**config.mk**
```make
export PLATFORM = sky130hd
export DESIGN_NAME = sla_ram
export DESIGN_NICKNAME = d
export VERILOG_FILES = /design/src/rtl/sla_ram.sv
export SDC_FILE = /design/constraint.sdc
export NUM_CORES = 1
export LEC_CHECK = 0
export BUFFER_PORTS_ARGS = -buffer_cell sky130_fd_sc_hd__clkbuf_2
export CAP_MARGIN = 40
export CORE_MARGIN = 3
export CORE_UTILIZATION = 39
export CTS_CLUSTER_DIAMETER = 40
export DETAILED_ROUTE_END_ITERATION = 10
export PLACE_DENSITY = 0.67
export SYNTH_ARGS = -nofsm -noshare
export SYNTH_HDL_FRONTEND = slang
export SYNTH_SLANG_ARGS = --single-unit
```
**constraint.sdc**
```tcl
create_clock -name i_clk -period 1.7 [get_ports i_clk]
set_input_delay 0 -clock i_clk [delete_from_list [all_inputs] [get_ports i_clk]]
set_output_delay 0 -clock i_clk [all_outputs]
set_load 0.02 [all_outputs]
```
**src/rtl/sla_ram.sv**
```systemverilog
`default_nettype none
module sla_ram #(
    parameter int WIDTH = 8,
    parameter int DEPTH = 64
) (
    input  wire logic                     i_clk,
    input  wire logic                     i_we,
    input  wire logic [$clog2(DEPTH)-1:0] i_waddr,
    input  wire logic [WIDTH-1:0]         i_wdata,
    input  wire logic [$clog2(DEPTH)-1:0] i_raddr,
    output logic      [WIDTH-1:0]         o_rdata
);

    logic [WIDTH-1:0] r_mem [DEPTH];

    always_ff @(posedge i_clk) begin
        if (i_we) begin
            r_mem[i_waddr] <= i_wdata;
        end
        o_rdata <= r_mem[i_raddr];
    end

endmodule
`default_nettype wire

```
# Yosys cells after proc, flatten, opt, wreduce, memory -nomap -nowiden
# Memory sizes are Yosys's and may differ from the RTL's. A register that Yosys moved wholly into a read port is not among the register bits.
# Index checks and enable logic that the tools add are counted.
# Widths: inputs -> output; s select.
[op_classes]
addsub = 0
multipliers = 0
n_div = 0
magnitude_cmp = 0
n_eq_ne = 0
shift = 0
mux = 2
n_bitwise = 0
reduce_logical = 0
[ops]
columns = ["cell", "count"]
rows = [
  ["$mux 1", 2],
]
[word_totals]
reg_bits = 0
latchBits = 0
ram_bits = 512
rom_bits = 0
in_bits = 22
out_inout_bits = 8
n_memories = 1
[mem_list]
columns = ["memory", "words", "width", "rd", "rd_clocked_by_memory_dff", "write_ports", "line_no", "rtl"]
rows = [
  ["r_mem", 64, 8, 1, 1, 1, "14", "logic [WIDTH-1:0] r_mem [DEPTH];"],
]

# Longest topological paths before layout
[logic_depth]
word_depth = 2
depth_mapped = 9

# Worst setup path after synthesis
# Ideal clock, no wire load.
[synth_path]
path_type = "flip-flop to flip-flop"
start = "memory r_mem[29][4]"
end = "register o_rdata[4] (read register of r_mem)"
t_arrival_ns = 1.560
path_slack_ns = 0.008
stages_incl_launch_ff = 6
period_less_slack_ns = 1.692
path_cell_list = "edfxtp_1 -> mux4_2 -> mux2_2 -> o221a_2 -> nor3_1 -> o32ai_1"
[synth_lines]
columns = ["item", "line_no", "rtl"]
rows = [
  ["from (decl)", "14", ""],
  ["to (decl)", "11", "output logic [WIDTH-1:0] o_rdata"],
]

==> results <==
- The number of setup violations in the final report is 8.
- The data required time of the worst path is 2180 ps.
- The finished cells cover 24400 um^2.
- The worst setup margin is -131 ps.
- In this run the cell area measured after placement is 22200 um^2.
- The net count after synthesis is 962.
- The smallest clock period supported by the final layout is computed as 1830 ps.
- Across every metal layer, demand over resource in global routing totals 17.1%.
- The maximum number of pins on one net before global-route repair is 65.
- The total half-perimeter wirelength after legalization and detailed placement is 28.7 mm.
- The gate count of the mapped netlist is 940.
- The number of ports placed on the die boundary is 30.
- The synthesized design contains 520 register bits.
- The clock skew is 30.1 ps.
- The multi-input logic area is 4430 um^2.
- The initial antenna violation count was 3.
- Clock-pin slew was measured on the worst setup and hold paths at 60 ps.
- After detailed routing, the average wire length per cell comes to 24.4 um.
- In the synthesized netlist the dominant register cell turns out to be sky130_fd_sc_hd__edfxtp_1.
- Summing every instance area after synthesis gives 20200 um^2.
- The floorplan has 82 rows.
- The floorplan core area is 50600 um^2.
- The layout cell share with drive strength beyond 1 is 36.8%.
- The Yosys step of the flow raised 0 warnings.
- The final-layout fill cell count is 3995.
- The number of DRC markers after the initial detailed-route iteration is 937.
- After global routing the overflow that remains totals 0.
- The maximum vdd drop is 0.756 mV.
- The clock root buffer is sky130_fd_sc_hd__clkbuf_16.
- The die is 233 um wide.
- The number of global-route vias before repair is 10400.
- The clock latency at the later pin of the worst-skew pair is 610 ps.
- The endpoint identified for the worst register-to-register timing path is o_rdata[3]$_DFF_P_.
- The signal arrival time at the worst endpoint is 2310 ps.
- The TritonCTS buffer count is 58.
- The sequential share of the synthesized area is 77.0%.
- Total power for the finished layout comes to 28.7 mW.
- The worst min-delay path category is input port to register.
- After synthesis, the mean cell area works out to 21.5 um^2.
- The number of antenna diodes in the final layout is 0.
- During placement, the flow inserted port buffers numbering 29.
- The post-synthesis async set-or-reset flop share is 0%.
- The area overhead of the layout relative to synthesis is 21.1%.
- The category of the most critical setup path is register to register.
- In this run the critical register-to-register path is launched from r_mem[3][3]$_DFFE_PP_.
- Along the worst hold path, the cell count comes to 1.
- The worst hold endpoint is r_mem[63][6]$_DFFE_PP_.
- Derived from the worst setup path, the maximum achievable clock frequency is 0.546 GHz.
- The final reports fail on setup timing.
- Measured along the y axis, the die boundary spans 233 um.
- Setup repair after global routing could not meet its margin everywhere.
- The worst setup path is launched from a register.
- The number of iterations in the first detailed-routing pass is 5.
- The worst setup slack before clock tree synthesis is -389 ps.
- The total number of vias is 10000.
- The clock tree synthesis step divided the H-tree into 2 levels.
- The count of nets left with antenna violations once routing finished came out at 0.
- The floorplan step defined a die boundary enclosing 54500 um^2.
- After detailed routing, the number of vias per cell comes to 5.40.
- The number of nets in the final layout is 1162.
- Of the available clock period, the critical path in the final layout requires 108%.
- Yosys mapped the design onto 40 distinct sky130hd cell types.
- TritonCTS built the clock tree.
- Cells fill 48.3% of the core in the end.
- The number of enable-type register cells in the synthesized netlist is 512.
- The final weighted congestion of routability-driven global placement is 0.805.
- The buffer count from post-CTS setup fixing is 0.
- For this run, design rule violations remaining after detail routing come to 0.
- The max-cap violation count is 0.
- The hold violation count in the final report is 0.
- Of all nets on the critical path, the largest fanout is 1.
- The endpoint class of the critical path is a register.
- The leakage component of the power is 7.97 nW.
- The final max-slew violation count came to 0.
- The sequential cells in the finished layout cover a total of 15500 um^2.
- The overall routed net length is 45.5 mm.
- The depth of the worst register-to-register path is 5.
- At the pin with the least slew margin, the transition time is 730 ps.
- The setup check on the worst reg-to-reg path leaves a slack of -130 ps.
- The clock sink count is 520.
- Counting along the longest clock path gives a buffer depth of 3.
- The global-route wire length before repair is 68.6 mm.
- The flow ran to the end, but the final reports show violations.
- The start point of the worst min-delay path is i_wdata[6].
- In this run the tightest slew margin relative to its limit is 51.3%.
- The total power density per cell area is 1180 nW/um^2.
- The initial core utilization is 39.9%.
[registers in the layout (all words and copies together), names as in the netlist]
name     cells
o_rdata      8
r_mem      512
[routing by layer]
layer / GRT usage, % / up-vias / part of all wire, %
li1: - / 4351 / -
met3: 2.91 / 77 / 5.0
met4: 5.55 / 6 / 2.7
met5: 0 / - / 0.075
met2: 27.5 / 292 / 49
met1: 24.0 / 5310 / 43
[stage by stage]
step | hold slack, ps | TNS (ps) | instances
final | 31.3 | -622 | 1860
after global routing | 45.9 | -966 | 1860
after CTS | 13.8 | -650 | 1860
after detailed placement | 457 | -2230 | 1746
after global placement | 447 | -2160 | 1746
after floorplan | 98.9 | 0 | 940
[final cells by class]
type | instances | area share (%)
Tap cell | 672 | 3.44
Sequential cell | 520 | 63.6
Timing Repair Buffer | 191 | 6.51
Multi-Input combinational cell | 369 | 18.1
Clock inverter | 44 | 2.20
Clock buffer | 64 | 6.12
[kinds of logic (layout without fill, tap and decap cells)]
logic type | Yosys count | count (layout) | share of synthesized area [%]
flip-flops | 520 | 520 | 77.0
buffers and inverters | 51 | 299 | 1.57
AO/OA/AOI/OAI | 54 | 54 | 2.07
multiplexers | 162 | 162 | 15.9
AND/OR/NAND/NOR | 153 | 153 | 3.39
[worst max-delay path, stage by stage (launching register included)]
cell                        delay (ps)
sky130_fd_sc_hd__edfxtp_1          360
sky130_fd_sc_hd__mux4_2            510
sky130_fd_sc_hd__nor2b_1           150
sky130_fd_sc_hd__a2111oi_0         440
sky130_fd_sc_hd__buf_4             190
sky130_fd_sc_hd__o41ai_1            70
[placed cells by master (no fill, tap or decap), types with 11 or more instances in the layout]
cell	count
sky130_fd_sc_hd__clkbuf_2	26
sky130_fd_sc_hd__edfxtp_1	512
sky130_fd_sc_hd__buf_12	16
sky130_fd_sc_hd__clkbuf_16	59
sky130_fd_sc_hd__nand3_1	13
sky130_fd_sc_hd__nor2_1	80
sky130_fd_sc_hd__buf_4	142
sky130_fd_sc_hd__nor2b_1	14
sky130_fd_sc_hd__mux2_2	11
sky130_fd_sc_hd__mux2i_1	22
sky130_fd_sc_hd__nand2_1	19
sky130_fd_sc_hd__mux4_2	126
[cell usage after synthesis, types with 2 or more instances]
| cell type | number | area [um^2] |
|---|---|---|
| sky130_fd_sc_hd__a2111oi_0 | 2 | 17.5 |
| sky130_fd_sc_hd__mux2_2 | 13 | 146 |
| sky130_fd_sc_hd__o221a_2 | 2 | 22.5 |
| sky130_fd_sc_hd__nor2_1 | 83 | 312 |
| sky130_fd_sc_hd__buf_1 | 4 | 15.0 |
| sky130_fd_sc_hd__buf_4 | 13 | 97.6 |
| sky130_fd_sc_hd__clkbuf_1 | 17 | 63.8 |
| sky130_fd_sc_hd__nand4_1 | 2 | 12.5 |
| sky130_fd_sc_hd__o221ai_1 | 8 | 70.1 |
| sky130_fd_sc_hd__mux2i_1 | 23 | 230 |
| sky130_fd_sc_hd__a21oi_1 | 3 | 15.0 |
| sky130_fd_sc_hd__a211oi_1 | 4 | 30.0 |
| sky130_fd_sc_hd__o21ai_1 | 2 | 10.0 |
| sky130_fd_sc_hd__dfxtp_1 | 8 | 160 |
| sky130_fd_sc_hd__a221oi_1 | 6 | 52.6 |
| sky130_fd_sc_hd__a22oi_1 | 3 | 22.5 |
| sky130_fd_sc_hd__o21a_1 | 2 | 15.0 |
| sky130_fd_sc_hd__nand3_1 | 13 | 65.1 |
| sky130_fd_sc_hd__nand2_1 | 19 | 71.3 |
| sky130_fd_sc_hd__edfxtp_1 | 512 | 15400 |
| sky130_fd_sc_hd__buf_6 | 4 | 45.0 |
| sky130_fd_sc_hd__o21ai_0 | 2 | 10.0 |
| sky130_fd_sc_hd__o22ai_1 | 8 | 50.1 |
| sky130_fd_sc_hd__nor4_1 | 2 | 12.5 |
| sky130_fd_sc_hd__nor2b_1 | 14 | 87.6 |
| sky130_fd_sc_hd__buf_2 | 11 | 55.1 |
| sky130_fd_sc_hd__nand3b_1 | 3 | 22.5 |
| sky130_fd_sc_hd__nand2b_1 | 7 | 43.8 |
| sky130_fd_sc_hd__o2111ai_1 | 3 | 26.3 |
| sky130_fd_sc_hd__buf_12 | 2 | 40.0 |
| sky130_fd_sc_hd__o32ai_1 | 2 | 17.5 |
| sky130_fd_sc_hd__mux4_2 | 126 | 2840 |
| sky130_fd_sc_hd__nor3_1 | 7 | 35.0 |
| sky130_fd_sc_hd__o41ai_1 | 2 | 17.5 |
| sky130_fd_sc_hd__o2bb2ai_1 | 3 | 26.3 |
[how the worst max path moves through the flow]
stage,startpoint,to,depth (start not counted)
6_report,r_mem[3][3]$_DFFE_PP_,o_rdata[3]$_DFF_P_,5
2_1_floorplan,r_mem[29][4]$_DFFE_PP_,o_rdata[4]$_DFF_P_,5
3_3_place_gp,i_raddr[0],o_rdata[4]$_DFF_P_,7
3_5_place_dp,i_raddr[0],o_rdata[4]$_DFF_P_,7
5_1_grt,r_mem[54][3]$_DFFE_PP_,o_rdata[3]$_DFF_P_,4
4_1_cts,r_mem[54][3]$_DFFE_PP_,o_rdata[3]$_DFF_P_,4
[power by group]
group	leakage [nW]	switching (mW)	internal, mW
Sequential	4.67	0.0537	14.2
Clock	0.967	5.25	7.70
Combinational	2.33	0.883	0.662
Total	7.97	6.19	22.5
[what timing repair did]
| item | CTS | global route |
|---|---|---|
| endpoints found under the setup margin | 8 | 8 |
| pin swaps | 5 | 0 |
| hold buffers | 6 | 0 |
| gates resized for setup | 20 | 3 |
| hold endpoints to repair | 152 | 0 |
No activity file was read; power rests on OpenSTA's default activity.
